===== config.mk =====
export PLATFORM = sky130hd
export DESIGN_NAME = thdq_ram
export DESIGN_NICKNAME = d
export VERILOG_FILES = /design/src/rtl/tagged_hw_queue_dispatcher_unit_defines.svh /design/src/rtl/thdq_ram.sv
export SDC_FILE = /design/constraint.sdc
export NUM_CORES = 2
export LEC_CHECK = 0
export ABC_CLOCK_PERIOD_IN_PS = 3160
export BUFFER_PORTS_ARGS = -buffer_cell sky130_fd_sc_hd__clkbuf_2
export CAP_MARGIN = 30
export CORE_MARGIN = 5
export CORE_UTILIZATION = 40
export DETAILED_ROUTE_END_ITERATION = 8
export PLACE_DENSITY = 0.64
export SYNTH_ARGS = -nofsm -noshare
export SYNTH_HDL_FRONTEND = slang
export SYNTH_SLANG_ARGS = --single-unit

===== constraint.sdc =====
create_clock -name i_clk -period 3.16 [get_ports i_clk]
set_input_delay 0.632 -clock i_clk [delete_from_list [all_inputs] [get_ports i_clk]]
set_output_delay 0.632 -clock i_clk [all_outputs]
set_load 0.005 [all_outputs]

===== src/rtl/tagged_hw_queue_dispatcher_unit_defines.svh =====
// Assertion macros used by the dispatcher top level.
`ifndef TAGGED_HW_QUEUE_DISPATCHER_UNIT_DEFINES_SVH
`define TAGGED_HW_QUEUE_DISPATCHER_UNIT_DEFINES_SVH
`ifndef NO_ASSERTIONS
// Check on every clock edge, skipping cycles in reset.
`define THDQ_ASSERT(lbl, prop, msg) \
    lbl: assert property (@(posedge i_clk) disable iff (!i_rst_n) prop) else $error(msg);
// Check on every clock edge, reset included.
`define THDQ_ASSERT_ALWAYS(lbl, prop, msg) \
    lbl: assert property (@(posedge i_clk) prop) else $error(msg);
`else
`define THDQ_ASSERT(lbl, prop, msg)
`define THDQ_ASSERT_ALWAYS(lbl, prop, msg)
`endif
`endif


===== src/rtl/thdq_ram.sv =====
// Generic single-write, single-read synchronous RAM with registered read data.
module thdq_ram #(
    parameter int DEPTH = 256,
    parameter int WIDTH = 8,
    parameter int AW    = $clog2(DEPTH)
) (
    input  logic             i_clk,
    input  logic             i_we,
    input  logic [AW-1:0]    i_waddr,
    input  logic [WIDTH-1:0] i_wdata,
    input  logic             i_re,
    input  logic [AW-1:0]    i_raddr,
    output logic [WIDTH-1:0] o_rdata
);

    logic [WIDTH-1:0] mem [DEPTH];
    logic [WIDTH-1:0] r_rdata;

    // Write port
    always_ff @(posedge i_clk) begin
        if (i_we) begin
            mem[i_waddr] <= i_wdata;
        end
    end

    // Read port, data held until the next read
    always_ff @(posedge i_clk) begin
        if (i_re) begin
            r_rdata <= mem[i_raddr];
        end
    end

    assign o_rdata = r_rdata;

endmodule


-- Word level (Yosys, flattened, before mapping)
Memory sizes are Yosys's and may differ from the RTL's. A register that Yosys moved wholly into a read port is not among the register bits.
Index checks and enable logic that the tools add are counted.
- mux-type cells: 2
- operator list (kind ; number):
    two-way mux 1 bit ; 2
- register bits: 0
- memory bits (writable): 2048
- input port bits: 27
- output and inout bits: 8
- logic and storage cells: 3
- memories kept: 1
- memory list (name ; depth ; bits a word ; read ports ; clocked after memory_dff ; write ports ; RTL line ; source):
    mem ; 256 ; 8 ; 1 ; 1 ; 1 ; thdq_ram.sv:16 ; logic [WIDTH-1:0] mem [DEPTH];

-- Depth between registers and ports, before layout
- depth in word-level cells: 2
- depth in mapped cells: 11
- gate-level depth less buffers: 6

-- Least setup slack after synthesis
No wires, ideal clock.
- path type: input to register
- start: input port i_raddr[0]
- end: register r_rdata[2] (netlist: o_rdata[2]), read port of mem (data pin)
- library setup time: 0.269 ns
- arrival: 2.439 ns
- data required time: 2.891 ns
- setup slack: 0.452 ns
- stages on the path: 9
- buffers on the path: 4
- path through: buf_6 > buf_12 > buf_8 > buf_2 > mux4_2 > a22oi_1 > a21oi_1 > nor4_1 > nor4_2
- RTL lines (item ; RTL line ; source):
    from (decl) ; thdq_ram.sv:12 ; input logic [AW-1:0] i_raddr,
    to (decl) ; thdq_ram.sv:17 ; logic [WIDTH-1:0] r_rdata;

==> flow_summary.yaml <==
cts:
  cts_buffers: 201
  post_cts_resize_count: 0
  cts_tree: "built"
  clk_latency_ns: 0.85
  cts_buffer_depth: 3
  clock_sinks: 2056
  cts_hold_buf: 0
  clkTransAtPathRegs_ns: 0.06
  post_cts_buffers: 0
  clock-root-buffer: "clkbuf_16"
  htree_levels: 4
logic_synthesis:
  async_flop_share_pct: 0
  syn_area_um2: 79600
  synth.avg_cell_area_um2: 21.3
  syn_nets: 3760
  synth_edf_count: 2056
  synth-compound-area-share_pct: 3.42
  synthXorXnorAreaFrac_pct: 0
  ys_types: 54
  ys.flop_type: "edfxtp_1"
  ys_ff_latch: 2056
  yosysWarnings: 0
  muxShareOfSynthArea_pct: 14.6
  synth-seq-area-share_pct: 77.5
  synth-simple-area-share_pct: 2.63
  syn_inst: 3733
  synth_top_family_by_area: "multiplexers"
  synthAdderAreaFrac_pct: 0
floorplan:
  dieHeight_um: 456
  start_util_pct: 40.3
  die_w_um: 456
  dieArea_um2: 208000
  ios: 35
  rows: 163
  core_area_um2: 198000
global_route:
  grt_max_degree: 125
  antenna_found_initial: 13
  grt_pass1_wl_um: 293000
  grt.total_usage_pct: 19.1
  grt_pass1_vias: 41100
  grt_overflow_total: 0
timing:
  setup_viol: 0
  tns_ns: 0
  hold_ws_ns: 0.205
  rsz0062_at_grt: "no"
  max-slew-margin-rel_pct: 33.2
  fin_skew_ns: 0.0378
  fin_crit_ns: 3.01
  hold_viol_final: 0
  finalCritPeriodShare_pct: 95.2
  worst_pin_slew_ns: 0.993
  drv_slew: 0
  fmax_ghz: 0.332
  setup_ws_ns: 0.151
placed_design:
  dp_slack_ns: -0.705
  placed_cell_area_um2: 87600
  portBuffers: 34
  dp_hpwl_um: 130000
  place_congestion: 0.874
  placed_cells: 6818
layout:
  nets: 4410
  syn_to_final_growth_pct: 18.3
  final_common_cell: "edfxtp_1"
  fillCellCount: 16000
  layout-drive-gt1-share_pct: 31.8
  fin_area_um2: 94200
  layoutNonFillerInstCount: 7199
  final_cell_mix: "2056 x edfxtp_1, 567 x buf_4, 454 x mux4_2"
critical_path:
  path_cells: "buf_8 -> buf_4 -> buf_12 -> mux4_2 -> o311ai_0 -> o22ai_1 -> nor4_1 -> buf_4 -> nor4_2"
  critPathMaxStageDelay_ns: 0.88
  crit_top_cell: "buf_4"
  cp.arrival_ns: 3.56
  crit_type: "input pin to flip-flop"
  slowest_stage: "nor4_1"
  end_kind: "flip-flop"
  crit-reg2reg-launch: "mem[235][6]"
  path_max_fanout: 37
  start_kind: "input pin"
  crit_required_ns: 3.71
  crit_start: "i_raddr[0]"
detailed_routing:
  vias_per_cell: 5.66
  wirelength_um: 201000
  drt_iter0_drc: 4855
  wl_per_cell_um: 27.9
  vias: 40800
  drc: 0
  drt_pass1_iterations: 6
  final_antenna_net_count: 0
power:
  leakage_nw: 30.3
  vdd_drop_max_v: 0.000533
  powerDensity_nw_per_um2: 604
hold_path:
  min_from: "i_wdata[2]"
  min_path_type: "input pin to flip-flop"
outcome:
  status: "complete, no violations"
run:
  cap_violations: 0
sequential cells by signal, summed over array words and instances (netlist names):
register,flops
mem,2048
o_rdata,8
synth_stat cells, drive strengths merged, types with 10 or more instances:
cell / count / area (um2)
nor4: 27 / 188
o211ai: 10 / 75.1
a22oi: 133 / 998
edfxtp: 2056 / 61700
buf: 122 / 1030
a21oi: 96 / 480
a211oi: 16 / 120
mux4: 456 / 10300
nand2: 33 / 124
nand3: 34 / 170
o221ai: 47 / 418
nor2: 282 / 1060
a221oi: 14 / 129
nand4: 10 / 62.6
nor3: 22 / 110
o22ai: 28 / 175
nor2b: 31 / 194
clkbuf: 111 / 417
mux2i: 134 / 1340
o21ai: 12 / 60.1
cell type report:
type / instances / area [um2] / share of cell area, %
sequential: 2056 / 61700 / 65.5
multi-input combinational: 1442 / 16500 / 17.5
timing repair buffer: 680 / 6110 / 6.48
clock buffer: 242 / 5200 / 5.53
tap: 2640 / 3300 / 3.51
clock inverter: 133 / 1350 / 1.43
antenna: 4 / 10.0 / 0.0106
inverter: 2 / 7.51 / 0.00797
cell families (layout without fill, tap and decap cells):
group	Yosys count	count (layout)
mux	591	591
other cells	0	4
flops	2056	2056
simple gates	466	466
buf+inv	235	1057
compound gates	385	385
critical path: cells and delay by family:
kind                   cells  cell delay (ns)
muxes                      1             0.57
and+or+nand+nor            2             0.93
buffers and inverters      4             0.86
AOI/OAI and AO/OA          2             0.49
per-layer routing:
| layer | global-route usage, % | routed length (um) | vias to the layer above |
|---|---|---|---|
| met5 | 0 | 13 | - |
| li1 | - | - | 17000 |
| met2 | 30.3 | 97100 | 1885 |
| met1 | 26.8 | 80600 | 21500 |
| met4 | 5.83 | 5970 | 2 |
| met3 | 3.94 | 17100 | 309 |
path summary, 6_finish.rpt:
| kind | to | slack [ns] | depth (start not counted) |
|---|---|---|---|
| worst max-delay path | o_rdata[6] | 0.15 | 9 |
| worst max register to register | o_rdata[6] | 0.30 | 6 |
| worst min register to register | o_rdata[7] | 1.18 | 5 |
| worst min-delay path | mem[216][2] | 0.20 | 1 |
metrics by stage:
step,power [mW],util [%]
after floorplan,32.1,-
after global placement,33.8,44.3
after detailed placement,33.8,44.3
after CTS,57.3,47.7
after global routing,58.7,47.7
final,56.9,47.7
power breakdown:
part / internal (mW) / switching, mW / leakage, nW
clock network: 13.3 / 10.4 / 3.20
logic: 1.24 / 1.84 / 8.58
registers: 30.1 / 0.0461 / 18.5
(Power assumes the default switching activity.)
