### src/rtl/tagged_hw_queue_dispatcher_unit_defines.svh
// Assertion macros used by the dispatcher top level.
`ifndef TAGGED_HW_QUEUE_DISPATCHER_UNIT_DEFINES_SVH
`define TAGGED_HW_QUEUE_DISPATCHER_UNIT_DEFINES_SVH
`ifndef NO_ASSERTIONS
// Check on every clock edge, skipping cycles in reset.
`define THDQ_ASSERT(lbl, prop, msg) \
    lbl: assert property (@(posedge i_clk) disable iff (!i_rst_n) prop) else $error(msg);
// Check on every clock edge, reset included.
`define THDQ_ASSERT_ALWAYS(lbl, prop, msg) \
    lbl: assert property (@(posedge i_clk) prop) else $error(msg);
`else
`define THDQ_ASSERT(lbl, prop, msg)
`define THDQ_ASSERT_ALWAYS(lbl, prop, msg)
`endif
`endif

### src/rtl/thdq_pkg.sv
// Types, constants and helper functions of the tagged queue dispatcher.
package thdq_pkg;

    localparam int TAG_COUNT  = 256;
    localparam int TAG_W      = 8;
    localparam int MAX_QUEUES = 16;
    localparam int QUEUE_W    = 4;
    localparam int OWNER_W    = 5;
    localparam int QC_W       = 5;
    localparam int CNT_W      = 32;
    localparam int ROW_W      = 4 * CNT_W;
    localparam int GRP_SIZE   = 16;
    localparam int GRP_N      = TAG_COUNT / GRP_SIZE;
    localparam int GRP_W      = 4;
    localparam int RING_DEPTH = MAX_QUEUES * TAG_COUNT;
    localparam int RING_AW    = QUEUE_W + TAG_W;
    localparam int SECTOR_W   = 64;

    localparam logic [OWNER_W-1:0] OWNER_NONE = OWNER_W'(MAX_QUEUES);

    typedef enum logic [3:0] {
        REQ_SUBMIT   = 4'd0,
        REQ_FETCH    = 4'd1,
        REQ_COMPLETE = 4'd2,
        REQ_RELEASE  = 4'd3,
        REQ_START    = 4'd4,
        REQ_STOP     = 4'd5,
        REQ_DRAIN    = 4'd6,
        REQ_EXIT     = 4'd7,
        REQ_STATS    = 4'd8
    } t_req;

    typedef enum logic [2:0] {
        ST_OK          = 3'd0,
        ST_NO_TAG      = 3'd1,
        ST_NOT_RUNNING = 3'd2,
        ST_FULL        = 3'd3,
        ST_BAD_QUEUE   = 3'd4,
        ST_BUSY        = 3'd5,
        ST_EMPTY       = 3'd6
    } t_status;

    typedef enum logic [1:0] {
        MODE_RUNNING = 2'd0,
        MODE_STOPPED = 2'd1,
        MODE_OFFLINE = 2'd2
    } t_mode;

    typedef enum logic [4:0] {
        S_IDLE, S_DECODE, S_MOD, S_SUB_CHK, S_SUB_ST, S_CMP_OWN, S_CMP_ST,
        S_FET_RD, S_FET_DIR, S_EXIT_ST, S_STAT_ST, S_DR_LOOP, S_DR_TAG,
        S_DR_OWN, S_DR_ST, S_DR_END, S_RESP
    } t_state;

    // Commands from the sequencer to the tag pool.
    typedef struct packed {
        logic               rd;
        logic               alloc;
        logic               clr_owner;
        logic               free;
        logic [TAG_W-1:0]   tag;
        logic [QUEUE_W-1:0] owner;
        logic               dir;
    } t_tag_cmd;

    // Status from the tag pool back to the sequencer.
    typedef struct packed {
        logic               none_free;
        logic               found_ok;
        logic [TAG_W-1:0]   found_tag;
        logic [OWNER_W-1:0] owner;
        logic               dir;
    } t_tag_stat;

    typedef struct packed {
        t_status            status;
        logic [TAG_W-1:0]   tag_out;
        logic [QUEUE_W-1:0] queue_out;
        logic               dir_out;
        logic [TAG_W-1:0]   drained;
        logic [CNT_W-1:0]   sub;
        logic [CNT_W-1:0]   comp;
        logic [CNT_W-1:0]   err;
        logic [CNT_W-1:0]   pend;
    } t_result;

    // Index of the lowest set bit of a 16-bit group.
    function automatic logic [GRP_W-1:0] lowest_set(input logic [GRP_SIZE-1:0] v);
        logic [GRP_W-1:0] idx;
        idx = '0;
        for (int i = GRP_SIZE - 1; i >= 0; i--) begin
            if (v[i]) begin
                idx = GRP_W'(i);
            end
        end
        return idx;
    endfunction

endpackage

### src/rtl/thdq_mod.sv
// Sector modulo queue count, four sector bits per cycle.
module thdq_mod (
    input  logic                            i_clk,
    input  logic                            i_rst_n,
    input  logic                            i_start,
    input  logic [thdq_pkg::SECTOR_W-1:0]   i_value,
    input  logic [thdq_pkg::QC_W-1:0]       i_divisor,
    output logic                            o_done,
    output logic [thdq_pkg::QUEUE_W-1:0]    o_rem
);

    localparam int STEPS  = thdq_pkg::SECTOR_W / 4;
    localparam int STEP_W = $clog2(STEPS);

    logic [thdq_pkg::SECTOR_W-1:0] r_val;
    logic [thdq_pkg::QC_W-1:0]     r_div;
    logic [thdq_pkg::QUEUE_W-1:0]  r_rem, n_rem;
    logic [STEP_W-1:0]             r_cnt;
    logic                          r_busy, r_done;

    // Fold one nibble into the remainder: four shift-and-subtract steps
    always_comb begin
        logic [thdq_pkg::QC_W-1:0] t;
        t = {1'b0, r_rem};
        for (int k = 3; k >= 0; k--) begin
            t = {t[thdq_pkg::QC_W-2:0], r_val[thdq_pkg::SECTOR_W-4+k]};
            if (t >= r_div) begin
                t = t - r_div;
            end
        end
        n_rem = t[thdq_pkg::QUEUE_W-1:0];
    end

    // Control
    always_ff @(posedge i_clk) begin
        if (!i_rst_n) begin
            r_busy <= 1'b0;
            r_done <= 1'b0;
            r_cnt  <= '0;
        end else begin
            r_done <= 1'b0;
            if (i_start) begin
                r_busy <= 1'b1;
                r_cnt  <= '0;
            end else if (r_busy) begin
                r_cnt <= r_cnt + 1'b1;
                if (r_cnt == STEP_W'(STEPS - 1)) begin
                    r_busy <= 1'b0;
                    r_done <= 1'b1;
                end
            end
        end
    end

    // Datapath
    always_ff @(posedge i_clk) begin
        if (i_start) begin
            r_val <= i_value;
            r_div <= i_divisor;
            r_rem <= '0;
        end else if (r_busy) begin
            r_val <= {r_val[thdq_pkg::SECTOR_W-5:0], 4'b0};
            r_rem <= n_rem;
        end
    end

    assign o_done = r_done;
    assign o_rem  = r_rem;

endmodule

### config.mk
export PLATFORM = sky130hd
export DESIGN_NAME = thdq_mod
export DESIGN_NICKNAME = d
export VERILOG_FILES = /design/src/rtl/tagged_hw_queue_dispatcher_unit_defines.svh /design/src/rtl/thdq_pkg.sv /design/src/rtl/thdq_mod.sv
export SDC_FILE = /design/constraint.sdc
export NUM_CORES = 1
export LEC_CHECK = 0
export ABC_AREA = 1
export BUFFER_PORTS_ARGS = -buffer_cell sky130_fd_sc_hd__buf_2
export CORE_ASPECT_RATIO = 0.8
export CORE_UTILIZATION = 50
export CTS_CLUSTER_DIAMETER = 100
export CTS_CLUSTER_SIZE = 30
export DETAILED_ROUTE_END_ITERATION = 7
export PLACE_DENSITY = 0.8
export SLEW_MARGIN = 30
export SYNTH_ARGS = -nofsm -noshare
export SYNTH_HDL_FRONTEND = slang
export SYNTH_SLANG_ARGS = --single-unit
### constraint.sdc
create_clock -name i_clk -period 4.71 [get_ports i_clk]
set_input_delay 0.2355 -clock i_clk [delete_from_list [all_inputs] [get_ports i_clk]]
set_output_delay 0.2355 -clock i_clk [all_outputs]
set_load 0.03 [all_outputs]
After elaboration in Yosys (flattened, before gate mapping)

Cells that the tools add are included.

Mux-type cells: 10
Bitwise logic cells: 2
Shift-type cells: 0
$add $sub $neg: 5
Order comparisons: 4
Multiply operators: 0
Div/mod/pow operators: 0
Reduce and logical (&&, ||, !) cells: 3
Eq/ne operators: 1

Operators by type and width:

| operator                                                       | number |
|---|---|
| 64-bit two-way mux                                             | 2 |
| 5-bit greater-or-equal comparator                              | 4 |
| 4-bit two-way mux                                              | 4 |
| 4-bit subtractor                                               | 4 |
| 4-bit by 1-bit adder with 4-bit output (second input constant) | 1 |
| 4-bit == test (second input constant)                          | 1 |
| 1-bit two-way mux                                              | 4 |
| 3-bit OR reduction                                             | 1 |
| 1-bit inverter                                                 | 2 |
| 2-bit nonzero test                                             | 1 |
| 2-bit OR reduction                                             | 1 |

Memory bits (read-only): 0
Input port bits: 72
Memories: 0
Bits in registers: 79
RAM bits: 0
Word-level logic and storage cells: 31
Output and inout port bits: 5
Latch bits: 0

Longest topological paths before layout

Word-level depth: 8
Gate-level depth with buffers: 36
Mapped depth without buffers: 36

Least setup slack after synthesis

No wires, ideal clock.

Kind: flip-flop to flip-flop
Start: reg r_div[1] (netlist bit)
End: reg r_rem (netlist bit o_rem[0])
Stages on the path, launching flop included: 36
Setup time: 0.193 ns
Path slack: 0.285 ns
Arrival time: 4.232 ns
Required time: 4.517 ns
Clock period less this slack: 4.425 ns
Path buffers: 0
Cells stage by stage: edfxtp_1 inv_1 ha_1 nand2_1 nor2_1 nand2_1 nand3_2 nand2_1 o21ai_2 ha_1 nand2_1 nand2_2 nand2_2 nand3_2 nor2_4 nand3_2 nand2_1 inv_1 ha_1 a21o_1 nand2_1 nand4_4 inv_1 nand3_1 nand2_1 ha_1 a21oi_1 nand2_1 nand2_1 nand3_1 nand2_1 nand2_2 inv_1 nand2_1 nand3_1 o21ai_0

Longest elaborated chain between the ends: 8
Elaborated cells between the ends (all ways): 11
Those cells by class: add/sub: 3; order compare: 4; mux: 4

Ends and longest elaborated chain:

| item                                                                  | RTL line                       | source |
|---|---|---|
| from (decl)                                                           | thdq_mod.sv:16                 | `logic [thdq_pkg::QC_W-1:0] r_div;` |
| from (signal assigned)                                                | thdq_mod.sv:59                 | `r_div <= i_divisor;` |
| 4-bit subtractor or 5-bit greater-or-equal comparator (tied branches) | thdq_mod.sv:28, thdq_mod.sv:27 |  |
| 4-bit two-way mux                                                     | thdq_mod.sv:27                 | `if (t >= r_div) begin` |
| 4-bit subtractor or 5-bit greater-or-equal comparator (tied branches) | thdq_mod.sv:28, thdq_mod.sv:27 |  |
| 4-bit two-way mux                                                     | thdq_mod.sv:27                 |  |
| 4-bit subtractor or 5-bit greater-or-equal comparator (tied branches) | thdq_mod.sv:28, thdq_mod.sv:27 |  |
| 4-bit two-way mux                                                     | thdq_mod.sv:27                 |  |
| 5-bit greater-or-equal comparator *                                   | thdq_mod.sv:27                 |  |
| 4-bit two-way mux *                                                   | thdq_mod.sv:27                 |  |
| to (signal assigned)                                                  | thdq_mod.sv:63                 | `r_rem <= n_rem;` |
| to (decl)                                                             | thdq_mod.sv:17                 | `logic [thdq_pkg::QUEUE_W-1:0] r_rem, n_rem;` |

Mark *: on every way between the ends. The rest lies on a longest branch, timed or not.
A chain may end at the register's enable or synchronous reset.

Final worst setup path

Start: reg r_div[2] (netlist bit)
End: reg r_rem (netlist bit o_rem[2])

Longest elaborated chain between the ends: 8
Elaborated cells between the ends (all ways): 12
Those cells by class: add/sub: 4; order compare: 4; mux: 4

Ends and longest elaborated chain:

| item                                                                  | RTL line |
|---|---|
| 4-bit subtractor or 5-bit greater-or-equal comparator (tied branches) | thdq_mod.sv:28, thdq_mod.sv:27 |
| 4-bit two-way mux                                                     | thdq_mod.sv:27 |
| 4-bit subtractor or 5-bit greater-or-equal comparator (tied branches) | thdq_mod.sv:28, thdq_mod.sv:27 |
| 4-bit two-way mux                                                     | thdq_mod.sv:27 |
| 5-bit greater-or-equal comparator or 4-bit subtractor (tied branches) | thdq_mod.sv:27, thdq_mod.sv:28 |
| 4-bit two-way mux                                                     | thdq_mod.sv:27 |
| 4-bit subtractor or 5-bit greater-or-equal comparator (tied branches) | thdq_mod.sv:28, thdq_mod.sv:27 |
| 4-bit two-way mux *                                                   | thdq_mod.sv:27 |

Marks and branches as above.

==> metrics.log <==
INFO  metric slew-limit-headroom = 0.457
INFO  metric postSynthCellCount = 464
INFO  metric cp-startpoint = r_div[2]
INFO  metric timing.final.max_slew_violations = 0
INFO  metric cellInternalPower = 1680 uW
INFO  metric ys_seq_elements = 79
INFO  metric avgSynthCellArea = approximately 9 sq um
INFO  metric layout_min_cycle_time = ~4600 ps
INFO  metric grt_overflow = 0
INFO  metric path_clk_slew = approximately 90 ps
INFO  metric viasPerCell = 4.92
INFO  metric ios = 77
INFO  metric critPathMaxFanout = 6
INFO  metric most_common_cell_after_layout_fill_and_taps_aside = sky130_fd_sc_hd__nand2_1
INFO  metric diodes = 0
INFO  metric effective_utilization_at_floorplan = 0.521
INFO  metric maximum_resistive_drop_on_vdd = about 320 uV
INFO  metric routed_wire_length_per_instance = 13.0 um
INFO  metric critPathRequiredTime = 4960 ps
INFO  metric tritoncts.num_buffers = 9
INFO  metric reg2reg_to = o_rem[2]
INFO  metric net-switching-power = 1140 uW
INFO  metric placement.io_buffers = 76
INFO  metric num_vias = 3267
INFO  metric dieArea = 8680 sq um
INFO  metric max_cap_viols = 0
INFO  metric timing.hold.worst_endpoint = r_div[1]
INFO  metric max_freq = 0.219 GHz
INFO  metric core_region_area = 7980 sq um
INFO  metric via_count_of_the_first_global_routing_pass = roughly 3300
INFO  metric place_area = 4670 sq um
INFO  metric netSwitchingFraction = 0.404
INFO  metric reg2reg_setup_slack = 140 ps
INFO  metric worstMarginPinSlew = roughly 800 ps
INFO  metric power_density = 550 nW/um^2
INFO  metric result_of_the_run = completed
INFO  metric cts_tree = yes
INFO  metric drive_gt1_frac = 0.284
INFO  metric fillers = approximately 650
INFO  metric worstReg2RegStart = r_div[2]
INFO  metric postRouteAntennaNets = 0
INFO  metric dpl.hpwl = between 5000 and 6000 um
INFO  metric post-route-drc-count = 0
INFO  metric grt_antenna_before_repair = 0
INFO  metric finalSetupViolCount = 0
INFO  metric pwr-share-seq = 0.312
INFO  metric die_w = between 100 and 150 um
INFO  metric commonest_cells_after_routing_fill_and_taps_aside = sky130_fd_sc_hd__nand2_1, sky130_fd_sc_hd__buf_2, sky130_fd_sc_hd__edfxtp_1, sky130_fd_sc_hd__inv_1, sky130_fd_sc_hd__nand2_2
INFO  metric power_leakage = about 0.0025 uW
INFO  metric insertion_delay = ~350 ps
INFO  metric comb_power_share = 0.521
INFO  metric routed_wl = around 8700 um
INFO  metric nNetsFinal = 648
INFO  metric seq_area_frac_synth = 0.547
INFO  metric pwr-share-clk = 0.168
INFO  metric ys_warn_count = 0
INFO  metric postSynthNetCount = approximately 560
INFO  metric rr_worst_depth = 34
INFO  metric cts_hold_repair.buffers = 0
INFO  metric synthDistinctLibCells = 28
INFO  metric hold_viol_final = 0
INFO  metric first_pass_iters = 4
INFO  metric numClockSinks = 79
INFO  metric ctsLongestPathBuffers = 2
INFO  metric drt-initial-drc-count = 175
INFO  metric clock-skew-final = 10.7 ps
INFO  metric min_period_over_period = 0.970
INFO  metric grt_pass1_wl = 14100 um
INFO  metric area_growth_syn_to_layout = 23.7%
INFO  metric critical_path.slowest_cell = sky130_fd_sc_hd__edfxtp_1
INFO  metric final.setup.tns = 0 ps
INFO  metric grt_util_all_layers = 0.205
INFO  metric multi_input_area = approximately 1900 sq um
INFO  metric die_height = between 80 and 90 um
INFO  metric area_occupied_by_registers = 2270 sq um
INFO  metric post-route-cell-area = 5140 sq um
INFO  metric worstSetupPathType = register to register
INFO  metric rows = 29
INFO  metric syn-cell-area = between 4000 and 5000 sq um
INFO  metric start_kind = register
INFO  metric h-tree-depth = 3
INFO  metric worstHoldPathType = input pin to register
INFO  metric timing.hold.worst_path_depth = 1
INFO  metric worst_path_most_repeated_cell = sky130_fd_sc_hd__nand2_1
INFO  metric pin_count_of_the_biggest_net_entering_global_routing = 73
INFO  metric crit_arrival = a little under 5000 ps
INFO  metric rsz0062_at_grt = true
INFO  metric max_stage_delay = between 400 and 500 ps
INFO  metric clockRootBuffer = sky130_fd_sc_hd__clkbuf_8
INFO  metric gp_routability_congestion = roughly 0.86
INFO  metric end_kind = register
INFO  metric timing.hold.worst.start = i_divisor[1]
## synth_stat cells
master | count | share of area
sky130_fd_sc_hd__fa_1 | 4 | 0.019
sky130_fd_sc_hd__nor3_1 | 1 | 0.0012
sky130_fd_sc_hd__o21ai_1 | 3 | 0.0036
sky130_fd_sc_hd__nor2_4 | 1 | 0.0027
sky130_fd_sc_hd__clkinv_1 | 1 | 0.00090
sky130_fd_sc_hd__a21oi_1 | 14 | 0.017
sky130_fd_sc_hd__buf_2 | 7 | 0.0084
sky130_fd_sc_hd__inv_1 | 43 | 0.039
sky130_fd_sc_hd__o21ai_0 | 3 | 0.0036
sky130_fd_sc_hd__ha_1 | 21 | 0.063
sky130_fd_sc_hd__edfxtp_1 | 69 | 0.50
sky130_fd_sc_hd__nor2_1 | 10 | 0.0090
sky130_fd_sc_hd__clkbuf_1 | 6 | 0.0054
sky130_fd_sc_hd__mux2i_1 | 1 | 0.0024
sky130_fd_sc_hd__nand4_4 | 1 | 0.0051
sky130_fd_sc_hd__a31oi_1 | 2 | 0.0030
sky130_fd_sc_hd__nand3_1 | 10 | 0.012
sky130_fd_sc_hd__nand2_2 | 5 | 0.0075
sky130_fd_sc_hd__nand2_1 | 232 | 0.21
sky130_fd_sc_hd__nand3_2 | 4 | 0.0096
sky130_fd_sc_hd__nand4_1 | 4 | 0.0060
sky130_fd_sc_hd__dfxtp_1 | 10 | 0.048
sky130_fd_sc_hd__clkbuf_2 | 1 | 0.0012
sky130_fd_sc_hd__xnor2_1 | 5 | 0.011
sky130_fd_sc_hd__xor2_1 | 3 | 0.0063
sky130_fd_sc_hd__a21o_1 | 1 | 0.0018
sky130_fd_sc_hd__a21boi_2 | 1 | 0.0027
sky130_fd_sc_hd__o21ai_2 | 1 | 0.0021
## area by class of cell
cell class	count	share of cell area
Timing Repair Buffer	90	0.0952
Inverter	44	0.0326
Clock inverter	7	0.0119
Multi-Input combinational cell	327	0.367
Clock buffer	9	0.0241
Sequential cell	79	0.442
Tap cell	108	0.0263
## cells by family (layout without fill, tap and decap cells)
group / count (synthesis) / after routing / synth area share
fa+ha+maj: 25 / 25 / 0.0825
mux: 1 / 1 / 0.00241
simple gates: 268 / 268 / 0.263
xor+xnor: 8 / 8 / 0.0169
compound gates: 25 / 25 / 0.0337
flops: 79 / 79 / 0.547
buf+inv: 58 / 150 / 0.0548
## power groups by stage
stage / clock network [uW] / logic [uW] / registers [uW]
floorplan: 0 / 874 / 900
global placement: 0 / 1070 / 888
detailed placement: 0 / 1130 / 891
CTS: 486 / 1140 / 877
global route: 511 / 1640 / 889
finish: 473 / 1470 / 881
## worst max-delay path, delay by kind of cell (launching register included)
| kind | cells | cell delay [ps] |
|---|---|---|
| and+or+nand+nor | 21 | 1870 |
| adders and majority gates | 4 | 1040 |
| AOI/OAI and AO/OA | 4 | 610 |
| DFF | 1 | 410 |
| buffers and inverters | 4 | 350 |
| xor gates and xnor gates | 1 | 170 |
## through the flow
| step | cells | power, uW | util | setup WS, ps | hold slack [ps] |
|---|---|---|---|---|---|
| global route | 664 | 3040 | 0.644 | -210 | 34.7 |
| finish | 664 | 2820 | 0.644 | 142 | 53.4 |
| detailed placement | 642 | 2020 | 0.585 | 21.7 | 414 |
| global placement | 642 | 1960 | 0.585 | 240 | 412 |
| CTS | 658 | 2510 | 0.610 | 4.05 | 34.1 |
| floorplan | 464 | 1770 | - | 285 | 334 |
## sequential cells by signal, indices dropped and copies added, names as in the netlist
register and cells:
r_val 64, o_rem 4, r_cnt 4, o_done 1, r_busy 1, r_div 5
## worst max path at each step
| stage | endpoint | slack (ps) |
|---|---|---|
| finish | o_rem[2] | 140 |
| global route | o_rem[0] | -210 |
| CTS | o_rem[0] | 4 |
| detailed placement | o_rem[0] | 20 |
| global placement | o_rem[0] | 240 |
| floorplan | o_rem[0] | 280 |
## metal layers
metal / vias up / GRT usage / part of all wire
li1: 1664 / - / -
met1: 1489 / 0.256 / 0.43
met2: 90 / 0.332 / 0.48
met3: 24 / 0.0570 / 0.055
met4: 0 / 0.0948 / 0.029
met5: - / 0 / 0
## repair_timing
item                                    4_1_cts  5_1_grt
endpoints found under the setup margin        1        4
resized for setup                             1       43
buffers inserted                              0        6
gates cloned                                  0        0
pin swaps                                     1       23
hold endpoints to repair                      0        0
No activity file was read; power rests on OpenSTA's default activity.
