## config.mk

```make
export PLATFORM = sky130hd
export DESIGN_NAME = thdq_tag_pool
export DESIGN_NICKNAME = d
export VERILOG_FILES = /design/src/rtl/tagged_hw_queue_dispatcher_unit_defines.svh /design/src/rtl/thdq_pkg.sv /design/src/rtl/thdq_ram.sv /design/src/rtl/thdq_tag_pool.sv
export SDC_FILE = /design/constraint.sdc
export NUM_CORES = 2
export LEC_CHECK = 0
export BUFFER_PORTS_ARGS = -buffer_cell sky130_fd_sc_hd__buf_2
export CORE_MARGIN = 2
export CORE_UTILIZATION = 30
export CTS_BUF_LIST = sky130_fd_sc_hd__clkbuf_2 sky130_fd_sc_hd__clkbuf_4 sky130_fd_sc_hd__clkbuf_8
export DETAILED_ROUTE_END_ITERATION = 10
export GPL_ROUTABILITY_DRIVEN = 1
export PLACE_DENSITY = 0.47
export RECOVER_POWER = 50
export SETUP_SLACK_MARGIN = 0.02
export SLEW_MARGIN = 10
export SYNTH_ARGS = -nofsm -noshare
export SYNTH_HDL_FRONTEND = slang
export SYNTH_SLANG_ARGS = --single-unit
```

## constraint.sdc

```tcl
create_clock -name i_clk -period 6 [get_ports i_clk]
set_input_delay 1.2 -clock i_clk [delete_from_list [all_inputs] [get_ports i_clk]]
set_output_delay 1.2 -clock i_clk [all_outputs]
set_load 0.05 [all_outputs]
```

## src/rtl/tagged_hw_queue_dispatcher_unit_defines.svh

```systemverilog
// Assertion macros used by the dispatcher top level.
`ifndef TAGGED_HW_QUEUE_DISPATCHER_UNIT_DEFINES_SVH
`define TAGGED_HW_QUEUE_DISPATCHER_UNIT_DEFINES_SVH
`ifndef NO_ASSERTIONS
// Check on every clock edge, skipping cycles in reset.
`define THDQ_ASSERT(lbl, prop, msg) \
    lbl: assert property (@(posedge i_clk) disable iff (!i_rst_n) prop) else $error(msg);
// Check on every clock edge, reset included.
`define THDQ_ASSERT_ALWAYS(lbl, prop, msg) \
    lbl: assert property (@(posedge i_clk) prop) else $error(msg);
`else
`define THDQ_ASSERT(lbl, prop, msg)
`define THDQ_ASSERT_ALWAYS(lbl, prop, msg)
`endif
`endif

```

## src/rtl/thdq_pkg.sv

```systemverilog
// Types, constants and helper functions of the tagged queue dispatcher.
package thdq_pkg;

    localparam int TAG_COUNT  = 256;
    localparam int TAG_W      = 8;
    localparam int MAX_QUEUES = 16;
    localparam int QUEUE_W    = 4;
    localparam int OWNER_W    = 5;
    localparam int QC_W       = 5;
    localparam int CNT_W      = 32;
    localparam int ROW_W      = 4 * CNT_W;
    localparam int GRP_SIZE   = 16;
    localparam int GRP_N      = TAG_COUNT / GRP_SIZE;
    localparam int GRP_W      = 4;
    localparam int RING_DEPTH = MAX_QUEUES * TAG_COUNT;
    localparam int RING_AW    = QUEUE_W + TAG_W;
    localparam int SECTOR_W   = 64;

    localparam logic [OWNER_W-1:0] OWNER_NONE = OWNER_W'(MAX_QUEUES);

    typedef enum logic [3:0] {
        REQ_SUBMIT   = 4'd0,
        REQ_FETCH    = 4'd1,
        REQ_COMPLETE = 4'd2,
        REQ_RELEASE  = 4'd3,
        REQ_START    = 4'd4,
        REQ_STOP     = 4'd5,
        REQ_DRAIN    = 4'd6,
        REQ_EXIT     = 4'd7,
        REQ_STATS    = 4'd8
    } t_req;

    typedef enum logic [2:0] {
        ST_OK          = 3'd0,
        ST_NO_TAG      = 3'd1,
        ST_NOT_RUNNING = 3'd2,
        ST_FULL        = 3'd3,
        ST_BAD_QUEUE   = 3'd4,
        ST_BUSY        = 3'd5,
        ST_EMPTY       = 3'd6
    } t_status;

    typedef enum logic [1:0] {
        MODE_RUNNING = 2'd0,
        MODE_STOPPED = 2'd1,
        MODE_OFFLINE = 2'd2
    } t_mode;

    typedef enum logic [4:0] {
        S_IDLE, S_DECODE, S_MOD, S_SUB_CHK, S_SUB_ST, S_CMP_OWN, S_CMP_ST,
        S_FET_RD, S_FET_DIR, S_EXIT_ST, S_STAT_ST, S_DR_LOOP, S_DR_TAG,
        S_DR_OWN, S_DR_ST, S_DR_END, S_RESP
    } t_state;

    // Commands from the sequencer to the tag pool.
    typedef struct packed {
        logic               rd;
        logic               alloc;
        logic               clr_owner;
        logic               free;
        logic [TAG_W-1:0]   tag;
        logic [QUEUE_W-1:0] owner;
        logic               dir;
    } t_tag_cmd;

    // Status from the tag pool back to the sequencer.
    typedef struct packed {
        logic               none_free;
        logic               found_ok;
        logic [TAG_W-1:0]   found_tag;
        logic [OWNER_W-1:0] owner;
        logic               dir;
    } t_tag_stat;

    typedef struct packed {
        t_status            status;
        logic [TAG_W-1:0]   tag_out;
        logic [QUEUE_W-1:0] queue_out;
        logic               dir_out;
        logic [TAG_W-1:0]   drained;
        logic [CNT_W-1:0]   sub;
        logic [CNT_W-1:0]   comp;
        logic [CNT_W-1:0]   err;
        logic [CNT_W-1:0]   pend;
    } t_result;

    // Index of the lowest set bit of a 16-bit group.
    function automatic logic [GRP_W-1:0] lowest_set(input logic [GRP_SIZE-1:0] v);
        logic [GRP_W-1:0] idx;
        idx = '0;
        for (int i = GRP_SIZE - 1; i >= 0; i--) begin
            if (v[i]) begin
                idx = GRP_W'(i);
            end
        end
        return idx;
    endfunction

endpackage

```

## src/rtl/thdq_ram.sv

```systemverilog
// Generic single-write, single-read synchronous RAM with registered read data.
module thdq_ram #(
    parameter int DEPTH = 256,
    parameter int WIDTH = 8,
    parameter int AW    = $clog2(DEPTH)
) (
    input  logic             i_clk,
    input  logic             i_we,
    input  logic [AW-1:0]    i_waddr,
    input  logic [WIDTH-1:0] i_wdata,
    input  logic             i_re,
    input  logic [AW-1:0]    i_raddr,
    output logic [WIDTH-1:0] o_rdata
);

    logic [WIDTH-1:0] mem [DEPTH];
    logic [WIDTH-1:0] r_rdata;

    // Write port
    always_ff @(posedge i_clk) begin
        if (i_we) begin
            mem[i_waddr] <= i_wdata;
        end
    end

    // Read port, data held until the next read
    always_ff @(posedge i_clk) begin
        if (i_re) begin
            r_rdata <= mem[i_raddr];
        end
    end

    assign o_rdata = r_rdata;

endmodule

```

## src/rtl/thdq_tag_pool.sv

```systemverilog
// Tag pool: free map, lowest-free search, owner and direction memory.
module thdq_tag_pool (
    input  logic                 i_clk,
    input  logic                 i_rst_n,
    input  thdq_pkg::t_tag_cmd   i_cmd,
    output thdq_pkg::t_tag_stat  o_stat
);

    localparam int TOT_W = $clog2(thdq_pkg::TAG_COUNT + 1);

    logic [thdq_pkg::TAG_COUNT-1:0] r_free;
    logic [thdq_pkg::TAG_COUNT-1:0] r_own_vld;
    logic [TOT_W-1:0]               r_total;
    logic [thdq_pkg::GRP_N-1:0]     grp_any;
    logic [thdq_pkg::GRP_W-1:0]     r_grp;
    logic                           r_grp_ok;
    logic [thdq_pkg::TAG_W-1:0]     r_found_tag;
    logic                           r_found_ok;
    logic                           r_rd_vld;
    logic [thdq_pkg::QUEUE_W:0]     rdata;

    // Group summary of the free map
    always_comb begin
        for (int g = 0; g < thdq_pkg::GRP_N; g++) begin
            grp_any[g] = |r_free[g*thdq_pkg::GRP_SIZE +: thdq_pkg::GRP_SIZE];
        end
    end

    // Two-stage lowest free tag search, running every cycle
    always_ff @(posedge i_clk) begin
        if (!i_rst_n) begin
            r_grp_ok   <= 1'b0;
            r_found_ok <= 1'b0;
        end else begin
            r_grp_ok   <= |grp_any;
            r_found_ok <= r_grp_ok;
        end
    end

    always_ff @(posedge i_clk) begin
        r_grp       <= thdq_pkg::lowest_set(grp_any);
        r_found_tag <= {r_grp, thdq_pkg::lowest_set(
                           r_free[{r_grp, thdq_pkg::GRP_W'(0)} +: thdq_pkg::GRP_SIZE])};
    end

    // Free map, owner valid bits and free total
    always_ff @(posedge i_clk) begin
        if (!i_rst_n) begin
            r_free    <= '1;
            r_own_vld <= '0;
            r_total   <= TOT_W'(thdq_pkg::TAG_COUNT);
            r_rd_vld  <= 1'b0;
        end else begin
            if (i_cmd.rd) begin
                r_rd_vld <= r_own_vld[i_cmd.tag];
            end
            if (i_cmd.alloc) begin
                r_free[i_cmd.tag]    <= 1'b0;
                r_own_vld[i_cmd.tag] <= 1'b1;
                r_total              <= r_total - 1'b1;
            end else if (i_cmd.free) begin
                r_own_vld[i_cmd.tag] <= 1'b0;
                if (!r_free[i_cmd.tag]) begin
                    r_free[i_cmd.tag] <= 1'b1;
                    r_total           <= r_total + 1'b1;
                end
            end else if (i_cmd.clr_owner) begin
                r_own_vld[i_cmd.tag] <= 1'b0;
            end
        end
    end

    // Owner and direction per tag
    thdq_ram #(
        .DEPTH (thdq_pkg::TAG_COUNT),
        .WIDTH (thdq_pkg::QUEUE_W + 1)
    ) u_owner_ram (
        .i_clk   (i_clk),
        .i_we    (i_cmd.alloc),
        .i_waddr (i_cmd.tag),
        .i_wdata ({i_cmd.dir, i_cmd.owner}),
        .i_re    (i_cmd.rd),
        .i_raddr (i_cmd.tag),
        .o_rdata (rdata)
    );

    assign o_stat.none_free = (r_total == '0);
    assign o_stat.found_ok  = r_found_ok;
    assign o_stat.found_tag = r_found_tag;
    assign o_stat.owner     = r_rd_vld ? {1'b0, rdata[thdq_pkg::QUEUE_W-1:0]}
                                       : thdq_pkg::OWNER_NONE;
    assign o_stat.dir       = rdata[thdq_pkg::QUEUE_W];

endmodule

```

# Word level (Yosys, flattened, before mapping)
# Memories as Yosys holds them, arrays and structs flattened. A register that Yosys moved wholly into a read port is not among the register bits.
# Index checks and enable logic that the tools add are counted.
[classes]
n_eq_ne = 1
n_shift = 1
magnitude_cmp = 2
bitwise_logic = 5
n_mux = 48
n_div = 0
mul = 0
n_addsub = 2
reduce_logical = 28
[op_table]
columns = ["op", "n"]
rows = [
  ["$mux 256", 6],
  ["$and 256x256->256", 2],
  ["$or 256x256->256", 2],
  ["$not 256->256", 1],
  ["$reduce_or 16->1", 16],
  ["$reduce_or 256->1", 1],
  ["$shiftx 256x9->16", 1],
  ["$reduce_or 128->1", 1],
  ["$mux 4", 16],
  ["$reduce_or 64->1", 1],
  ["$reduce_or 32->1", 1],
  ["$mux 9", 3],
  ["$mux 3", 8],
  ["$bmux 1 s8", 2],
  ["$add 9x1->9 const B", 1],
  ["$logic_not 9->1", 1],
  ["$lt 8x9->1 const B", 1],
  ["$sub 9x1->9 const B", 1],
  ["$demux 1 s8", 1],
  ["$ge 8x1->1 const B", 1],
  ["$mux 2", 4],
  ["$reduce_or 8->1", 1],
  ["$mux 1", 7],
  ["$mux 5", 1],
  ["other kinds (7)", 7],
]
[word_totals]
rom_bits = 0
in_bits = 19
latchBits = 0
ramBits = 1280
n_memories = 1
output_inout_bits = 16
ff_bits = 536
[mem_list]
columns = ["memory", "words", "word_bits", "rd", "rd_clocked_by_memory_dff", "wr", "line", "rtl"]
rows = [
  ["u_owner_ram.mem", 256, 5, 1, 1, 1, "thdq_ram.sv:16", "logic [WIDTH-1:0] mem [DEPTH];"],
]

# Logic depth before layout (Yosys ltp)
[logic_depth]
depth_word = 16
mapped_depth = 15
ltp_nobuf = 10

# By module
# From an unflattened synthesis, not the netlist that was laid out.
[unflattened]
cells_unflattened = 5565
hier_area_um2 = 79764.0
[by_module_without_submodules]
columns = ["module", "cells_per_inst", "instances", "area_per_inst_um2"]
rows = [
  ["thdq_ram", 2497, 1, 50334.5],
  ["thdq_tag_pool", 3068, 1, 29429.5],
]

# Worst setup path before layout
# No wires, ideal clock.
[synth_timing]
path_kind = "input -> register"
startpoint = "input i_cmd[5] (netlist bit)"
endpoint = "register u_owner_ram.r_rdata[1] (netlist: u_owner_ram.o_rdata[1]), read port of u_owner_ram.mem, data pin"
t_arrival_ns = 3.963
cell_stages = 13
path_slack_ns = 1.780
required_ns = 5.743
n_path_buf = 7
cell_sequence = "buf_6 > buf_12 > buf_6 > buf_6 > buf_2 > buf_2 > buf_2 > mux4_2 > mux4_2 > a22oi_1 > nand3_1 > nor2_1 > nand2_1"
[synth_rtl]
columns = ["element", "line", "rtl"]
rows = [
  ["start, declared", "thdq_tag_pool.sv:5", "input thdq_pkg::t_tag_cmd i_cmd,"],
  ["end, declared", "thdq_ram.sv:17", "logic [WIDTH-1:0] r_rdata;"],
]

==> results <==
- In the final layout, the share of cells above drive strength 1 is 0.269.
- No sink is reached through more buffers than the 4 on the longest clock path.
- Leaving out filler cells and counting taps, the final layout contains 8532.
- The number of nets in the finished design is 4950.
- In the finished design, the share of the clock period the worst path needs comes to 0.847.
- The number of gates resized after CTS was 0.
- At the end of the flow the core is filled with cells to 0.346.
- The number of clock buffers added by TritonCTS is 339.
- The floorplan has 184 rows.
- The overall global routing resource usage is 0.195.
- Buffers added to address setup during post-CTS repair amount to 0.
- The post-detailed-route DRC marker count is 0.
- Once placement completed, the tool counted placed cells totaling 7930.
- The checks that failed: max-capacitance violations, max-slew violations.
- The final-report hold violation count is 0.
- From bottom edge to top edge, the die measures 508 µm.
- The number of clock sinks is 1821.
- For flop-to-flop paths, the worst setup slack is 2.03 ns.
- The maximum number of pins on one net before global-route repair is 199.
- Traced cell by cell, the critical path runs through clkbuf_1, clkbuf_1, nand2b_1, clkbuf_1, nor2_1, a22oi_1, o311ai_1, a211oi_2, buf_12, and3_1, a221o_1.
- The x dimension of the die is 508 µm.
- The slowest stage of the critical path belongs to the cell sky130_fd_sc_hd__clkbuf_1.
- Summed over all nets, the half-perimeter wirelength after detailed placement is 170000 µm.
- Counting both buffers and inverters, the worst setup path holds a total of 4.
- The root cell of the clock tree is sky130_fd_sc_hd__clkbuf_8.
- In this run the tool buffered the top-level ports with 34 buffer cells.
- For this run, the number of Yosys warnings is 0.
- The run finished, with violations left.
- Counting every net in the synthesized netlist gives 4773.
- The vias per cell is 5.48.
- The final setup violation count is 0.
- The synthesized design contains 1821 register bits.
- The congestion estimate from routability-driven global placement came to 0.970.
- The detailed router placed 46760 vias in this run.
- For this run, the leading register cell type out of synthesis is sky130_fd_sc_hd__edfxtp_1.
- The endpoint arrival time on the critical path is 6.03 ns.
- The number of antenna violations at the first check in global routing is 20.
- The headroom to the max-slew limit is -1.44.
- Final hold analysis gives a worst-case slack of 0.359 ns.
- The path class of the tightest hold or removal check is reg -> reg.
- VDD sags by at most 0.000217 V.
- The actual transition at the worst max-transition pin is 3.66 ns.
- The biggest cell delay along the critical path is 1.04 ns.
- The later-pin clock latency in the skew report is 1.09 ns.
- The number of hold buffers added after CTS was 0.
- The critical path is of the in -> reg type.
- Global routing finished with a remaining overflow of 0.
- The total routed wirelength is 256000 µm.
- The length of the first detailed-routing pass in iterations is 6.
- The tool flagged a number of max-cap violations equal to 10.
- The number of distinct standard cells referenced by the synthesized netlist is 77.
- Power spread over the standard cell area amounts to 310 mW/mm².
- Counting I/O delays and the setup requirement, the final critical path takes 5.08 ns.
- In this run, synthesis inferred 1285 flip-flops with an integrated enable.
- The floorplan step defined a core boundary enclosing 0.252 mm².
- The total power of the final layout is 27.0 mW.
- The number of slew-limit violations in the final report was 555.
- The first global-routing pass estimated 361000 µm of wire.
- The deepest level of the CTS H-tree is 5.
- Once detail routing completed, the nets flagged for antenna violations numbered 0.
- The setup TNS is 0 ns.
- The nature of the critical path startpoint is an input pin.
- The sequential share of the synthesized area is 0.648.
- The number of ports placed on the die boundary is 35.
- The proportion of register bits with asynchronous set or reset after synthesis is 0.
- The mean instance size in the synthesized netlist is 16.0 µm².
- TritonCTS built the clock tree.
- The leakage power summed over all cells is 28.6 nW.
- The mapped netlist covers 0.0761 mm².
- Counting the fill cells in the layout gives 24292.
- On the final layout, the worst clock skew is 0.0756 ns.
- The wire length per cell after detailed routing is 30.0 µm.
- The most numerous cell on the critical path is sky130_fd_sc_hd__clkbuf_1.
- Setup repair after global routing left no endpoint under its margin.
- The total die area is 0.258 mm².
- Along the worst path, the maximum fanout reaches 19.
- The clock edge transition at the registers on the reported setup and hold paths is 0.06 ns.
- In this design, the largest share of critical-path delay is due to buffers and inverters.
- Relative to the synthesized area, the layout overhead comes to 14.5%.
- The number of global-route vias before repair was 46834.
- The element type at the critical path end is a flip-flop.
- The initial utilization of the core area, before any placement, comes to 0.302.
- After the first detailed-routing iteration, the DRC count stood at 5377.
- The required time reported for the critical path endpoint is 6.95 ns.
- The maximum frequency from static timing analysis is 197 MHz.
- The cell count after synthesis is 4746.
-- power breakdown --
group | total, mW | internal (mW) | switching, mW
registers | 13.5 | 13.5 | 0.0393
logic | 1.53 | 0.499 | 1.03
clock network | 12.0 | 6.78 | 5.20
-- cells by family after synthesis --
| kind of cell | count (synthesis) | synth area share |
|---|---|---|
| simple gates | 698 | 0.0425 |
| compound gates | 947 | 0.0846 |
| buf+inv | 585 | 0.0337 |
| mux | 682 | 0.189 |
| flops | 1821 | 0.648 |
| xor+xnor | 5 | 0.000575 |
| fa+ha+maj | 8 | 0.00141 |
-- final cells by class --
type | instances | area, µm² | area share
clock buffer | 503 | 6060 | 0.0696
inverter | 211 | 800 | 0.00918
timing repair buffer | 210 | 1700 | 0.0195
multi-input combinational | 2340 | 24400 | 0.280
sequential | 1821 | 49300 | 0.566
clock inverter | 83 | 609 | 0.00699
tap | 3348 | 4190 | 0.0481
antenna | 16 | 40.0 | 0.000460
-- routing by layer --
layer	vias up	wire [µm]	track usage	part of all wire
met3	585	19300	0.0402	0.075
met1	24603	109000	0.269	0.43
met5	-	28	0	0.00011
li1	19458	-	-	-
met2	2110	115000	0.294	0.45
met4	4	12500	0.0913	0.049
-- worst paths after layout --
check | from | cells past startpoint | to
setup / recovery | i_cmd[10] | 11 | flip-flop
hold / removal | r_grp[3] | 0 | r_found_tag[7]
setup reg to reg | r_grp[0] | 7 | r_found_tag[3]
hold reg to reg | r_grp[3] | 0 | r_found_tag[7]
-- cells in the mapped netlist, types with 3 or more instances --
cell type / number / area share
sky130_fd_sc_hd__mux2i_1: 73 / 0.0096
sky130_fd_sc_hd__buf_1: 25 / 0.0012
sky130_fd_sc_hd__and3_1: 10 / 0.00082
sky130_fd_sc_hd__edfxtp_1: 1285 / 0.51
sky130_fd_sc_hd__xnor2_1: 4 / 0.00046
sky130_fd_sc_hd__a21oi_1: 213 / 0.014
sky130_fd_sc_hd__buf_2: 99 / 0.0065
sky130_fd_sc_hd__buf_6: 13 / 0.0019
sky130_fd_sc_hd__mux4_1: 7 / 0.0024
sky130_fd_sc_hd__or3_1: 4 / 0.00033
sky130_fd_sc_hd__a221o_1: 192 / 0.025
sky130_fd_sc_hd__o211ai_1: 65 / 0.0064
sky130_fd_sc_hd__o32ai_1: 3 / 0.00035
sky130_fd_sc_hd__nor3_1: 20 / 0.0013
sky130_fd_sc_hd__nor4_1: 70 / 0.0058
sky130_fd_sc_hd__nor2b_1: 19 / 0.0016
sky130_fd_sc_hd__a22oi_1: 60 / 0.0059
sky130_fd_sc_hd__and2_1: 12 / 0.00099
sky130_fd_sc_hd__inv_1: 208 / 0.010
sky130_fd_sc_hd__o21ai_0: 270 / 0.018
sky130_fd_sc_hd__a22o_1: 3 / 0.00035
sky130_fd_sc_hd__buf_4: 33 / 0.0033
sky130_fd_sc_hd__mux4_2: 596 / 0.18
sky130_fd_sc_hd__nand3_1: 30 / 0.0020
sky130_fd_sc_hd__nand2b_1: 6 / 0.00049
sky130_fd_sc_hd__mux2_2: 6 / 0.00089
sky130_fd_sc_hd__nand2_1: 282 / 0.014
sky130_fd_sc_hd__o22ai_1: 3 / 0.00025
sky130_fd_sc_hd__nor2_1: 191 / 0.0094
sky130_fd_sc_hd__nand4_1: 22 / 0.0018
sky130_fd_sc_hd__a31oi_1: 7 / 0.00058
sky130_fd_sc_hd__nor4_4: 3 / 0.00084
sky130_fd_sc_hd__clkbuf_2: 3 / 0.00020
sky130_fd_sc_hd__nand4b_1: 7 / 0.00081
sky130_fd_sc_hd__nor3b_1: 3 / 0.00030
sky130_fd_sc_hd__ha_1: 7 / 0.0012
sky130_fd_sc_hd__a211oi_1: 6 / 0.00059
sky130_fd_sc_hd__dfxtp_1: 536 / 0.14
sky130_fd_sc_hd__o21a_1: 95 / 0.0094
sky130_fd_sc_hd__clkbuf_1: 200 / 0.0099
sky130_fd_sc_hd__or2_2: 5 / 0.00041
-- stage by stage --
| step | setup slack, ns | area [µm²] |
|---|---|---|
| after floorplan | 1.78 | 76100 |
| after global placement | 1.04 | 80600 |
| after detailed placement | 1.07 | 80600 |
| after CTS | 1.95 | 87300 |
| after global routing | 0.987 | 87100 |
| final | 0.919 | 87100 |
-- placed cells by master, fill, tap and decap left out, drive strengths merged, types with 4 or more instances in the layout --
cell,n
bufinv,8
nor3,21
clkinv,68
inv,215
clkbuf,535
mux2i,73
buf,178
a211oi,7
nand2b,6
nand4,22
xnor2,4
a21oi,213
a221o,192
edfxtp,1285
or2,5
o21ai,270
nand2,282
diode,16
nand3,32
a22oi,60
ha,7
or3,4
nor4,74
and2,12
and3,10
dfxtp,536
mux4,603
nor2b,19
o21a,95
mux2,6
nor2,193
a31oi,7
o211ai,65
nand4b,7
(Power assumes the default switching activity.)
